`src/hdl/bces_pkg.sv`:
```
// types and constants shared by the byte compare syndrome checker
// no dependencies; imported by every module of the block
`default_nettype none

package bces_pkg;

  localparam int MAX_BYTES = 65536;
  localparam int LANES     = 8;
  localparam int LANE_W    = 3;
  localparam int CNT17_MAX = 32'h1FFFF;
  localparam int CNT20_MAX = 32'hFFFFF;
  localparam int POS_MAX   = 32'hFFFF;

  // position counter stops here; recorded position clamps to POS_LIMIT
  localparam int POS_CAP   = (MAX_BYTES > CNT17_MAX) ? CNT17_MAX : MAX_BYTES;
  localparam int POS_LIMIT = ((MAX_BYTES - 1) > POS_MAX) ? POS_MAX : (MAX_BYTES - 1);

  localparam int Q_DEPTH   = 2;
  localparam int Q_PTR_W   = (Q_DEPTH > 1) ? $clog2(Q_DEPTH) : 1;
  localparam int Q_CNT_W   = $clog2(Q_DEPTH + 1);

  typedef logic [16:0] count17_t;

  typedef struct packed {
    logic [7:0] expected_byte;
    logic [7:0] observed_byte;
    logic       final_pair;
  } pair_t;

  typedef struct packed {
    logic [2:0]  lane_number;
    logic [16:0] lane_error_count;
    logic [16:0] bad_byte_total;
    logic [19:0] bad_bit_total;
    logic [15:0] span_start;
    logic [16:0] span_width;
    logic [7:0]  fault_mask;
    logic        mismatch_seen;
    logic        final_result;
  } result_t;

  // one finished run, as handed from the front to the back
  typedef struct packed {
    count17_t [LANES-1:0] lane_counts;
    logic [16:0]          bad_bytes;
    logic [19:0]          bad_bits;
    logic [15:0]          span_start;
    logic [16:0]          span_width;
    logic [7:0]           fault_mask;
    logic                 any_bad;
  } summary_t;

  typedef struct packed {
    logic     valid;
    summary_t data;
  } q_write_t;

  typedef struct packed {
    logic     valid;
    summary_t data;
  } q_head_t;

endpackage

`default_nettype wire

```
`src/hdl/byte_compare_error_syndrome_top.sv`:
```
// top level of the byte compare error syndrome checker
// uses bces_pkg, bces_front, bces_queue and bces_back
`default_nettype none

// Takes one expected/observed byte pair per cycle while full is low and keeps
// the mismatch syndrome of the run: bad byte and bad bit counts, first and
// last bad position, the OR of difference masks and a count per bit lane. The
// pair marked final_pair closes the run; eight results follow, lane 0 to lane
// 7, one per cycle while pop is held, with final_result set on lane 7. Pairs
// are accepted in each cycle in which full is low, including the cycle of a
// final pair. Finished runs wait in a two-entry summary queue, and each drains
// as eight results, so full rises only when two runs are still waiting to be
// read out; a steady stream of runs shorter than eight pairs is paced by that
// readout.

module byte_compare_error_syndrome_top (
  input  wire logic               clk,
  input  wire logic               rst,
  input  wire logic               push,
  output logic                    full,
  input  wire bces_pkg::pair_t    pair,
  output logic                    empty,
  input  wire logic               pop,
  output bces_pkg::result_t       result
);
  import bces_pkg::*;

  q_write_t q_wr;
  q_head_t  q_head;
  logic     q_full;
  logic     release_head;
  logic     accept;

  assign full   = q_full;
  assign accept = push && !q_full;

  bces_front u_front (
    .clk    (clk),
    .rst    (rst),
    .accept (accept),
    .pair   (pair),
    .q_wr   (q_wr)
  );

  bces_queue u_queue (
    .clk          (clk),
    .rst          (rst),
    .q_wr         (q_wr),
    .release_head (release_head),
    .q_head       (q_head),
    .q_full       (q_full)
  );

  bces_back u_back (
    .clk          (clk),
    .rst          (rst),
    .q_head       (q_head),
    .pop          (pop),
    .empty        (empty),
    .result       (result),
    .release_head (release_head)
  );

endmodule

`default_nettype wire

```
`src/hdl/bces_front.sv`:
```
// front end: compares each accepted byte pair and updates the run accumulators
// uses bces_pkg; writes a run summary into bces_queue on the final pair
`default_nettype none

module bces_front (
  input  wire logic              clk,
  input  wire logic              rst,
  input  wire logic              accept,
  input  wire bces_pkg::pair_t   pair,
  output bces_pkg::q_write_t     q_wr
);
  import bces_pkg::*;

  logic [16:0]          position;
  logic [16:0]          bad_bytes;
  logic [19:0]          bad_bits;
  logic [15:0]          first_bad;
  logic [15:0]          last_bad;
  logic                 any_bad;
  logic [7:0]           or_mask;
  count17_t [LANES-1:0] lane_counts;

  logic [16:0]          position_next;
  logic [16:0]          bad_bytes_next;
  logic [19:0]          bad_bits_next;
  logic [15:0]          first_bad_next;
  logic [15:0]          last_bad_next;
  logic                 any_bad_next;
  logic [7:0]           or_mask_next;
  count17_t [LANES-1:0] lane_counts_next;

  logic [7:0]  diff;
  logic [3:0]  ones;
  logic [15:0] pos;
  logic [20:0] bits_sum;

  always_comb begin
    diff = pair.expected_byte ^ pair.observed_byte;
    ones = '0;
    for (int b = 0; b < 8; b++) begin
      ones = ones + 4'(diff[b]);
    end

    pos = (32'(position) > POS_LIMIT) ? 16'(POS_LIMIT) : position[15:0];

    position_next    = (32'(position) < POS_CAP) ? position + 17'd1 : position;
    bad_bytes_next   = bad_bytes;
    bad_bits_next    = bad_bits;
    first_bad_next   = first_bad;
    last_bad_next    = last_bad;
    any_bad_next     = any_bad;
    or_mask_next     = or_mask;
    lane_counts_next = lane_counts;
    bits_sum         = 21'(bad_bits) + 21'(ones);

    if (diff != 8'd0) begin
      if (!any_bad) begin
        first_bad_next = pos;
      end
      last_bad_next  = pos;
      any_bad_next   = 1'b1;
      or_mask_next   = or_mask | diff;
      bad_bytes_next = (32'(bad_bytes) >= CNT17_MAX) ? 17'(CNT17_MAX) : bad_bytes + 17'd1;
      bad_bits_next  = (32'(bits_sum) > CNT20_MAX) ? 20'(CNT20_MAX) : bits_sum[19:0];
      for (int l = 0; l < LANES; l++) begin
        if (diff[l] && (32'(lane_counts[l]) < CNT17_MAX)) begin
          lane_counts_next[l] = lane_counts[l] + 17'd1;
        end
      end
    end
  end

  // summary of the run including this pair
  always_comb begin
    q_wr.valid            = accept && pair.final_pair;
    q_wr.data.lane_counts = lane_counts_next;
    q_wr.data.bad_bytes   = bad_bytes_next;
    q_wr.data.bad_bits    = bad_bits_next;
    q_wr.data.span_start  = any_bad_next ? first_bad_next : 16'd0;
    q_wr.data.span_width  = any_bad_next
                          ? ({1'b0, last_bad_next} - {1'b0, first_bad_next} + 17'd1)
                          : 17'd0;
    q_wr.data.fault_mask  = or_mask_next;
    q_wr.data.any_bad     = any_bad_next;
  end

  always_ff @(posedge clk) begin
    if (rst || (accept && pair.final_pair)) begin
      position    <= '0;
      bad_bytes   <= '0;
      bad_bits    <= '0;
      first_bad   <= '0;
      last_bad    <= '0;
      any_bad     <= 1'b0;
      or_mask     <= '0;
      lane_counts <= '0;
    end else if (accept) begin
      position    <= position_next;
      bad_bytes   <= bad_bytes_next;
      bad_bits    <= bad_bits_next;
      first_bad   <= first_bad_next;
      last_bad    <= last_bad_next;
      any_bad     <= any_bad_next;
      or_mask     <= or_mask_next;
      lane_counts <= lane_counts_next;
    end
  end

endmodule

`default_nettype wire

```
`src/hdl/bces_queue.sv`:
```
// short queue of finished run summaries between front and back
// uses bces_pkg; head entry is read by bces_back
`default_nettype none

module bces_queue (
  input  wire logic                clk,
  input  wire logic                rst,
  input  wire bces_pkg::q_write_t  q_wr,
  input  wire logic                release_head,
  output bces_pkg::q_head_t        q_head,
  output logic                     q_full
);
  import bces_pkg::*;

  summary_t             entries [Q_DEPTH];
  logic [Q_PTR_W-1:0]   wr_ptr;
  logic [Q_PTR_W-1:0]   rd_ptr;
  logic [Q_CNT_W-1:0]   count;
  logic                 do_wr;
  logic                 do_rd;

  assign q_full      = (32'(count) == Q_DEPTH);
  assign q_head.valid = (count != '0);
  assign q_head.data  = entries[rd_ptr];
  assign do_wr       = q_wr.valid && !q_full;
  assign do_rd       = release_head && q_head.valid;

  always_ff @(posedge clk) begin
    if (do_wr) begin
      entries[wr_ptr] <= q_wr.data;
    end
  end

  always_ff @(posedge clk) begin
    if (rst) begin
      wr_ptr <= '0;
      rd_ptr <= '0;
      count  <= '0;
    end else begin
      if (do_wr) begin
        wr_ptr <= (32'(wr_ptr) == Q_DEPTH - 1) ? '0 : wr_ptr + 1'b1;
      end
      if (do_rd) begin
        rd_ptr <= (32'(rd_ptr) == Q_DEPTH - 1) ? '0 : rd_ptr + 1'b1;
      end
      case ({do_wr, do_rd})
        2'b10:   count <= count + 1'b1;
        2'b01:   count <= count - 1'b1;
        default: count <= count;
      endcase
    end
  end

endmodule

`default_nettype wire

```
`src/hdl/bces_back.sv`:
```
// back end: walks the head summary lane by lane and forms the result
// uses bces_pkg; releases the queue head after the lane 7 result is taken
`default_nettype none

module bces_back (
  input  wire logic               clk,
  input  wire logic               rst,
  input  wire bces_pkg::q_head_t  q_head,
  input  wire logic               pop,
  output logic                    empty,
  output bces_pkg::result_t       result,
  output logic                    release_head
);
  import bces_pkg::*;

  logic [LANE_W-1:0] lane;
  logic              taken;
  logic              last_lane;

  assign empty     = !q_head.valid;
  assign taken     = pop && q_head.valid;
  assign last_lane = (32'(lane) == LANES - 1);
  assign release_head = taken && last_lane;

  always_comb begin
    result.lane_number      = lane;
    result.lane_error_count = q_head.data.lane_counts[lane];
    result.bad_byte_total   = q_head.data.bad_bytes;
    result.bad_bit_total    = q_head.data.bad_bits;
    result.span_start       = q_head.data.span_start;
    result.span_width       = q_head.data.span_width;
    result.fault_mask       = q_head.data.fault_mask;
    result.mismatch_seen    = q_head.data.any_bad;
    result.final_result     = last_lane;
  end

  always_ff @(posedge clk) begin
    if (rst) begin
      lane <= '0;
    end else if (taken) begin
      lane <= last_lane ? '0 : lane + 1'b1;
    end
  end

endmodule

`default_nettype wire

```
`config.mk`:
```
export PLATFORM = sky130hd
export DESIGN_NAME = byte_compare_error_syndrome_top
export DESIGN_NICKNAME = d
export VERILOG_FILES = /design/src/hdl/bces_pkg.sv /design/src/hdl/byte_compare_error_syndrome_top.sv /design/src/hdl/bces_front.sv /design/src/hdl/bces_queue.sv /design/src/hdl/bces_back.sv
export SDC_FILE = /design/constraint.sdc
export NUM_CORES = 1
export LEC_CHECK = 0
export ABC_AREA = 1
export BUFFER_PORTS_ARGS = -buffer_cell sky130_fd_sc_hd__buf_2
export CORE_UTILIZATION = 30
export CTS_CLUSTER_DIAMETER = 50
export DETAILED_ROUTE_END_ITERATION = 8
export PLACE_DENSITY = 0.53
export SYNTH_ARGS = -nofsm -noshare
export SYNTH_HDL_FRONTEND = slang
export SYNTH_HIERARCHICAL = 1
export SYNTH_SLANG_ARGS = --single-unit
export TNS_END_PERCENT = 5
```
`constraint.sdc`:
```
create_clock -name clk -period 10.1 [get_ports clk]
set_clock_uncertainty 0.05 [all_clocks]
set_input_delay 0.505 -clock clk [delete_from_list [all_inputs] [get_ports clk]]
set_output_delay 0.505 -clock clk [all_outputs]
set_load 0.02 [all_outputs]
```
==> flow_summary.toml, run 1 <==
[status]
outcome = "completed"

[worst_setup_path]
worstSetupPathType = "flop to output pin"
slowest_stage = "buf_4"
arrival_ns = 4.24
cp_data_required_time_ns = 9.55
start_kind = "flop"
max_stage_delay_ns = 0.80
cp_max_fo = 53
cp-end-kind = "output pin"
crit_top_cell = "nand2_1"
cp_cell_sequence = "buf_4 > buf_4 > mux2_4 > inv_1 > nand2_1 > nand3_1 > nand2_1 > nand2_1 > nand2_1 > buf_2"

[clock_network]
cts_made_buffers = 96
cts_hold_buf = 0
insertion_delay_ns = 0.66
tritoncts = "yes"
path_clk_slew_ns = 0.05
post-cts-setup-buffers = 0
cts_buffer_depth = 3
cts_resized = 0
root_buffer = "clkbuf_16"
cts.htree.levels = 3
cts.sinks = 669

[pwr]
pwr-share-seq_pct = 42.1
p_sw_share_pct = 26.2
power_density_mw_per_mm2 = 183
p_comb_share_pct = 11.3
clkPwrFrac_pct = 46.6
power_leakage_uw = 0.0181
switchingPower_uw = 1970
vdd_drop_max_v = 0.000134
p_int_uw = 5560
power_uw = 7530

[global_route]
antenna_found_initial = 3
grt_pass1_vias = 24900
grt_start_max_net_pins = 126
grt_pass1_wl_mm = 139
overflow = 0
grtUsageTotal_pct = 14.2

[drt]
ant_nets = 0
routed-via-count = 26500
vias_per_cell = 4.54
avgRoutedWirePerCell_um = 15.2
first_iter_violations = 1905
drc = 0
drtPass1Iterations = 5
totalWireLength_mm = 88.5

[sta]
slew_headroom_pct = 28.4
holdWs_ns = 0.0705
period_share_pct = 47.4
tns_ns = 0
rsz0062_at_grt = "false"
finalSetupViolCount = 0
drv_slew = 0
min_period_ns = 4.79
tightestPinTransition_ns = 1.07
clock.fmax_mhz = 209
hold_viol = 0

[placed_design]
place_hpwl_mm = 58.6
placed_cells = 5661
port_buffers = 122
globalplace.congestion = 0.847

[floorplan]
dieArea_mm2 = 0.123
fp.dieW_um = 351
die_h_um = 351
initial_core_util_pct = 30.3
core-area_mm2 = 0.120
rows = 127
io_pins = 123

[min_path]
hold_class = "primary input to flop"

[cells_and_area]
area_delta_synth_final_pct = 12.8
multi_input_area_mm2 = 0.0149
antennaDiodeCount = 0
seq_area_mm2 = 0.0177
finalNonFillerCells = 5841
fin_nets = 4226
final_layout_size_suffix_gt1_share_pct = 15.5
fin_util_pct = 34.2
fillers = 12400

[yosys]
ys.flop_type = "edfxtp_1"
synthDominantCellAreaShare_pct = 35.4
synthCells = 4147
synthTopCellsByArea = "edfxtp_1 35%, dfxtp_1 13%, nand2_1 9.9%, inv_1 6.3%, mux2_4 6.2%"
avgSynthCellArea_um2 = 8.80
syn_nets = 4226
synthesis.area_mm2 = 0.0365
synth_area_leader_cell = "edfxtp_1"
synth-edff-count = 430
yosysUniqueCellTypes = 55
yosys_warnings = 6
synth_seq_area_share_pct = 48.5
ys_seq_elements = 669
synthArstFlopShare_pct = 0

[job]
cap_viol_max_count = 0
layer usage:
| metal | track usage, % | wire length (um) |
|---|---|---|
| met5 | 0 | 0 |
| met4 | 3.66 | 1790 |
| met3 | 2.47 | 4360 |
| met2 | 22.1 | 38900 |
| met1 | 20.2 | 43500 |
power by group through the flow:
stage,clock network [uW],logic (uW),registers (uW)
after floorplan,0,649,3210
after global placement,0,848,3220
after detailed placement,0,857,3220
after CTS,3600,861,3170
after global routing,3710,962,3180
final,3510,855,3170
Yosys cell counts, types with 52 or more instances:
cell type and number:
a21oi_1 216, buf_4 95, clkbuf_1 61, dfxtp_1 239, edfxtp_1 430, ha_1 52, inv_1 608, mux2_2 65
mux2_4 150, nand2_1 963, nand3_1 248, nor2_1 330, o21ai_0 153, o21ai_1 59, xor2_1 107
critical path: cells and delay by family, from the launching register on:
kind          cells  cell delay (ns)
mux               1             0.35
flops             1             0.72
buf+inv           4             1.72
simple gates      5             0.69
placed cells by master (no fill, tap or decap), types with 12 or more instances in the layout:
master        n
nand2_1     963
inv_1       607
edfxtp_1    430
nor2_1      329
nand3_1     248
dfxtp_1     237
a21oi_1     216
o21ai_0     153
mux2_4      150
buf_2       122
xor2_1      107
clkbuf_16    98
mux2_2       65
o21ai_1      59
ha_1         52
nand4_1      38
nand2_2      33
nor3_1       30
o211ai_1     23
buf_4        22
a31oi_1      21
bufinv_16    15
nor2_2       15
inv_2        14
clkbuf_1     13
clkinvlp_4   12
per-stage QoR:
| stage | area (um2) | setup slack [ns] |
|---|---|---|
| 6_report | 41200 | 5.31 |
| 5_1_grt | 41200 | 4.99 |
| 4_1_cts | 41200 | 5.13 |
| 3_5_place_dp | 37800 | 4.79 |
| 3_3_place_gp | 37800 | 4.81 |
| 2_1_floorplan | 36500 | 2.93 |
cell type report:
class,count,share of cell area (%)
sequential,669,43.0
multi-input combinational,2607,36.1
tap,1612,4.90
timing repair buffer,146,1.98
clock inverter,69,2.15
inverter,627,5.78
clock buffer,111,6.08
sequential cells by signal, indices dropped and copies added, names as in the netlist, named ones only:
register,flops
u_queue/entries,430
u_front/lane_counts,136
u_front/bad_bits,20
u_front/bad_bytes,17
u_front/position,17
u_front/first_bad,16
u_front/last_bad,16
u_front/or_mask,8
u_back/lane,3
u_queue/count,2
u_front/any_bad,1
u_queue/rd_ptr,1
u_queue/wr_ptr,1
path summary, 6_finish.rpt:
| kind | start | endpoint | slack (ns) | depth (start not counted) |
|---|---|---|---|---|
| max reg2reg | u_front/bad_bits[0]$_SDFFE_PP0P_ | u_queue/entries[0][59]$_DFFE_PP_ | 5.53 | 15 |
| min | rst | u_back/lane[0]$_SDFFE_PP0P_ | 0.07 | 2 |
| min reg2reg | u_front/last_bad[15]$_SDFFE_PP0P_ | u_front/last_bad[15]$_SDFFE_PP0P_ | 0.41 | 2 |
| max | flop | result[85] | 5.31 | 10 |
kinds of logic after synthesis:
kind of cell	count (synthesis)	synth area share, %
and+or+nand+nor	1721	20.2
buffers and inverters	871	10.9
DFF	669	48.5
AOI/OAI and AO/OA	501	7.40
muxes	215	8.17
xor gates and xnor gates	112	2.77
adders and majority gates	58	2.11
(Power assumes the default switching activity.)
==> run 2: changes to the inputs <==
Settings changed: ABC_AREA 1 to 0.
Clock period 10.1 ns to 4 ns, I/O delays scaled along.
==> run 2 against run 1 <==
Effect of this change: die area shrank 9.0%; clock power increased by 140%; non-clock buffer count increased by 187; routed wire length down 1.7%; cell count down 21%; sequential power increased by 140%; clock-buffer cell count down 4; power up 140%; global-route usage is 1.1 points higher; worst hold slack better by 0.047 ns; sequential share of layout area increased by 1.4 points.
==> flow_summary.toml, run 2 <==
[worst_setup_path]
startpoint = "pair[3]"
worstSetupPathType = "primary input to flop"
max_stage_delay_ns = 0.57
cp_data_required_time_ns = 4.50
crit_top_cell = "fa_1"
cp_top_family = "adder cells"
worstPathBufferInverterCount = 3
r2r-start = "u_front/position[10]$_SDFFE_PP0P_"
cp_cell_sequence = "buf_2 > xor2_1 > inv_1 > fa_1 > fa_1 > fa_1 > fa_2 > inv_1 > fa_2 > a21o_1 > a21o_1 > and3_4 > or4_4 > o211a_1"
start_kind = "primary input"
slowest_stage = "fa_1"
arrival_ns = 4.45
cp_max_fo = 6
cp-end-kind = "flop"

[status]
outcome = "completed"

[pwr]
vdd_drop_max_v = 0.000358
switchingPower_uw = 4400
clkPwrFrac_pct = 47.9
p_int_uw = 13500
power_leakage_uw = 0.0140
pwr-share-seq_pct = 43.0
p_comb_share_pct = 9.0
power_density_mw_per_mm2 = 448
power_uw = 17900
p_sw_share_pct = 24.6

[yosys]
synth_seq_area_share_pct = 53.3
synthTopCellsByArea = "edfxtp_1 39%, dfxtp_1 14%, mux2_2 8.1%, xnor2_1 3.2%, xor2_1 3.1%"
synth-simple-area-share_pct = 12.0
ys_top_cells_by_count = "430 x edfxtp_1, 255 x nor2_1, 240 x mux2_2"
ys.flop_type = "edfxtp_1"
synthesis.area_mm2 = 0.0332
synthAdderAreaFrac_pct = 2.32
yosys_warnings = 6
synth-edff-count = 430
synth_compound_area_share_pct = 10.0
syn_nets = 2939
yosysUniqueCellTypes = 82
synth-xor-area-share_pct = 6.36
ys_seq_elements = 669
synthArstFlopShare_pct = 0
yosys.cell_count.top_type = "edfxtp_1"
synth_top_family_by_area = "simple AND/OR/NAND/NOR gates"
muxShareOfSynthArea_pct = 11.2
avgSynthCellArea_um2 = 11.6
synthCells = 2860
synthDominantCellAreaShare_pct = 38.9
synth_area_leader_cell = "edfxtp_1"

[drt]
routed-via-count = 22900
vias_per_cell = 4.98
drtPass1Iterations = 5
totalWireLength_mm = 87.0
avgRoutedWirePerCell_um = 18.9
first_iter_violations = 1642
drc = 0
ant_nets = 0

[placed_design]
port_buffers = 122
place_hpwl_mm = 60.1
place_area_mm2 = 0.0360
globalplace.congestion = 0.835

[floorplan]
rows = 121
io_pins = 123
dieArea_mm2 = 0.112
die_h_um = 335
fp.dieW_um = 335
core-area_mm2 = 0.109
initial_core_util_pct = 30.4

[sta]
drv_slew = 0
holdWs_ns = 0.117
min_period_ns = 3.95
tightestPinTransition_ns = 1.16
clock.fmax_mhz = 253
hold_viol = 0
finalSetupViolCount = 0
slew_headroom_pct = 22.0
period_share_pct = 98.7
tns_ns = 0
rsz0062_at_grt = "true"

[global_route]
grt_pass1_vias = 22100
antenna_found_initial = 5
grtUsageTotal_pct = 15.3
overflow = 0
grt_pass1_wl_mm = 133
grt_start_max_net_pins = 87

[min_path]
min_from = "pair[10]"
hold_class = "primary input to flop"

[cells_and_area]
fin_area_mm2 = 0.0399
final_cell_mix = "430 x edfxtp_1, 240 x mux2_2, 239 x nor2_1"
largest_register_ffs = 430
fin_nets = 3122
layout_commonest_cell = "edfxtp_1"
fin_util_pct = 36.5
area_delta_synth_final_pct = 20.0
final_layout_size_suffix_gt1_share_pct = 27.5
top_regs = "u_queue/entries: 430 flops, u_front/lane_counts: 136 flops, u_front/bad_bits: 20 flops"
top_register = "u_queue/entries"

[job]
cap_viol_max_count = 0

[clock_network]
tritoncts = "yes"
cts.sinks = 669
cts_buffer_depth = 3
cts.htree.levels = 3
root_buffer = "clkbuf_16"
path_clk_slew_ns = 0.06
cts_made_buffers = 92
insertion_delay_ns = 0.67
[run 2: final timing paths]
path | to | slack (ns) | cells past startpoint
max | u_front/bad_bits[9]$_SDFFE_PP0P_ | 0.05 | 14
min | u_front/or_mask[1]$_SDFFE_PP0P_ | 0.12 | 5
max reg2reg | u_queue/entries[1][24]$_DFFE_PP_ | 0.10 | 17
min reg2reg | u_front/or_mask[4]$_SDFFE_PP0P_ | 0.41 | 2
[run 2: stage by stage]
step | instances | setup WS [ns]
floorplan | 2860 | -0.685
global placement | 4417 | -0.710
detailed placement | 4417 | -0.794
CTS | 4595 | -0.0432
global route | 4598 | -0.0475
finish | 4600 | 0.0510
[run 2: power by group through the flow]
stage / clock network (uW) / logic (uW) / registers, uW
CTS: 8790 / 1610 / 7690
global placement: 0 / 1580 / 7830
detailed placement: 0 / 1590 / 7830
finish: 8560 / 1610 / 7690
global route: 9060 / 1770 / 7710
floorplan: 0 / 1000 / 7830
[run 2: per-layer routing]
metal / up-vias / track usage [%] / wire (um)
li1: 11000 / - / -
met2: 545 / 24.1 / 40000
met3: 133 / 2.53 / 3930
met4: 0 / 5.38 / 2560
met5: - / 0 / 0
met1: 11200 / 21.1 / 40500
[run 2: repair_timing]
item / 4_1_cts / 5_1_grt
buffers inserted: 3 / 5
setup endpoints to repair: 27 / 69
gates cloned: 0 / 0
pin swaps: 4 / 42
hold buffers: 2 / 0
resized for setup: 28 / 81
endpoints found under the hold margin: 5 / 0
[run 2: tightest hold or removal path, stage by stage]
cell and delay [ns]:
buf_2 0.08, xor2_1 0.12, buf_4 0.19, a21oi_1 0.14, nor2_1 0.05
[run 2: layout make-up]
class                           count  area (um2)
Multi-Input combinational cell   1894       14400
Clock inverter                     66         838
Sequential cell                   669       17700
Antenna cell                        2        5.00
Tap cell                         1476        1850
Clock buffer                      107        2420
Fill cell                       10800       69400
Timing Repair Buffer              333        2380
Inverter                           53         208
[run 2: cells by family (layout without fill, tap and decap cells)]
group                    count (synthesis)  in the layout
XOR/XNOR                               241            241
flip-flops                             669            669
buffers and inverters                  297            559
AND/OR/NAND/NOR                        799            799
adder cells (fa/ha/maj)                 58             58
other                                    0              2
AO/OA/AOI/OAI                          510            510
multiplexers                           286            286
==> run 3: changes to the inputs <==
Settings changed: PLACE_DENSITY 0.53 to 0.48.
==> run 3 against run 2 <==
Effect of this change: final area grew 0.50%; sequential power is essentially flat; flip-flop and latch count is the same; non-clock buffer count grew 5; worst hold slack gained 0.0060 ns; sequential share of layout area shrank 0.23 points; power grew 3.8%; register-to-register slack gained 0.02 ns; cell count grew 0.46%; largest power group unchanged.
==> flow_summary.toml, run 3 (synthesis results as in run 2) <==
[pwr]
power_leakage_uw = 0.0142
vdd_drop_max_v = 0.000367
power_density_mw_per_mm2 = 463

[status]
outcome = "completed"

[global_route]
antenna_found_initial = 2
grt_start_max_net_pins = 87
grtUsageTotal_pct = 15.5
grt_pass1_wl_mm = 134
grt_pass1_vias = 21700
overflow = 0

[sta]
drv_slew = 0
tns_ns = 0
tightestPinTransition_ns = 0.949
holdWs_ns = 0.123
period_share_pct = 97.1
rsz0062_at_grt = "true"
hold_viol = 0
fin_ws_ns = 0.117
slew_headroom_pct = 36.1
clock.fmax_mhz = 258
min_period_ns = 3.88
finalSetupViolCount = 0

[placed_design]
port_buffers = 122
place_area_mm2 = 0.0361
globalplace.congestion = 0.829
placed_cells = 4424
dp_slack_ns = -0.738
place_hpwl_mm = 61.0

[drt]
first_iter_violations = 1407
drc = 0
avgRoutedWirePerCell_um = 19.1
drtPass1Iterations = 5
routed-via-count = 22700
ant_nets = 0
vias_per_cell = 4.92
totalWireLength_mm = 88.5

[floorplan]
initial_core_util_pct = 30.4
rows = 121
io_pins = 123
fp.dieW_um = 335
core-area_mm2 = 0.109
die_h_um = 335
dieArea_mm2 = 0.112

[worst_setup_path]
cp_max_fo = 7
r2r-start = "u_front/position[10]$_SDFFE_PP0P_"
worstPathBufferInverterCount = 3
worstSetupPathType = "flop to flop"
startpoint = "u_front/position[10]$_SDFFE_PP0P_"
arrival_ns = 4.23
cp-end-kind = "flop"
cp_top_family = "compound AO/OA/AOI/OAI gates"
max_stage_delay_ns = 0.50
slowest_stage = "a2111o_1"
cp_data_required_time_ns = 4.35
cp_cell_sequence = "and4_1 > and4_1 > and2_4 > ha_4 > nor3_4 > buf_12 > a211oi_2 > buf_4 > buf_4 > a21oi_1 > ha_1 > ha_4 > a21o_1 > o211a_1 > a2111o_1 > a41oi_2 > o311ai_2"
start_kind = "flop"

[min_path]
hold_class = "primary input to flop"
min_from = "pair[9]"

[clock_network]
insertion_delay_ns = 0.67
cts_made_buffers = 101
cts.sinks = 669
cts.htree.levels = 3
root_buffer = "clkbuf_16"
tritoncts = "yes"
cts_buffer_depth = 3
path_clk_slew_ns = 0.06

[cells_and_area]
final_layout_size_suffix_gt1_share_pct = 27.2
layout_commonest_cell = "edfxtp_1"
fin_area_mm2 = 0.0401
antennaDiodeCount = 0
seq_area_mm2 = 0.0177
largest_register_ffs = 430
final_cell_mix = "430 x edfxtp_1, 248 x nor2_1, 239 x mux2_2"
fillers = 10900
multi_input_area_mm2 = 0.0143
finalNonFillerCells = 4621
area_delta_synth_final_pct = 20.6
top_regs = "u_queue/entries: 430 flops, u_front/lane_counts: 136 flops, u_front/bad_bits: 20 flops"
top_register = "u_queue/entries"
fin_nets = 3136

[job]
cap_viol_max_count = 0
[run 3: layer usage]
layer | GRT usage, % | part of all wire (%) | up-vias | wire [um]
li1 | - | - | 11000 | -
met1 | 22.1 | 48 | 11100 | 42500
met2 | 24.1 | 45 | 502 | 40000
met3 | 2.71 | 4.8 | 119 | 4230
met4 | 4.29 | 2.0 | 2 | 1780
met5 | 0 | 0.015 | - | 13
[run 3: worst paths after layout]
kind	to	slack (ns)	cells after the start
setup reg to reg	u_queue/entries[0][24]$_DFFE_PP_	0.12	17
hold reg to reg	u_front/or_mask[7]$_SDFFE_PP0P_	0.41	2
setup / recovery	u_queue/entries[0][24]$_DFFE_PP_	0.12	17
hold / removal	u_front/or_mask[0]$_SDFFE_PP0P_	0.12	5
[run 3: where the power goes]
group / total (uW) / internal [uW] / switching, uW
clock: 9240 / 5880 / 3360
sequential: 7700 / 7610 / 81.8
combinational: 1610 / 626 / 986
total: 18500 / 14100 / 4420
[run 3: final cells by class]
type                    count  share of cell area [%]
clock buffers             118                    6.80
clock inverters            73                    2.16
repair buffers            338                    6.08
inverters                  53                   0.519
well taps                1476                    4.61
flip-flops and latches    669                    44.2
multi-input cells        1894                    35.6
[run 3: metrics by stage]
stage          total power (uW)  util [%]
6_report                  18500      36.6
5_1_grt                   19200      36.6
4_1_cts                   18800      36.4
3_5_place_dp               9420      33.0
3_3_place_gp               9420      33.0
2_1_floorplan              8830         -
[run 3: worst reg2reg max path, cell delays in order (launching register included)]
cell and delay (ns):
dfxtp_1 0.31, and4_1 0.18, and4_1 0.20, and2_4 0.14, ha_4 0.17, nor3_4 0.15
buf_12 0.15, a211oi_2 0.07, buf_4 0.15, buf_4 0.13, a21oi_1 0.15, ha_1 0.27
ha_4 0.26, a21o_1 0.17, o211a_1 0.24, a2111o_1 0.50, a41oi_2 0.23, o311ai_2 0.13
[run 3: timing repair]
item                       CTS  global route
setup endpoints to repair   27            65
hold endpoints to repair     7             0
hold buffers                 2             0
pin swaps                    4            24
gates resized for setup     25            44
setup buffers                1             3
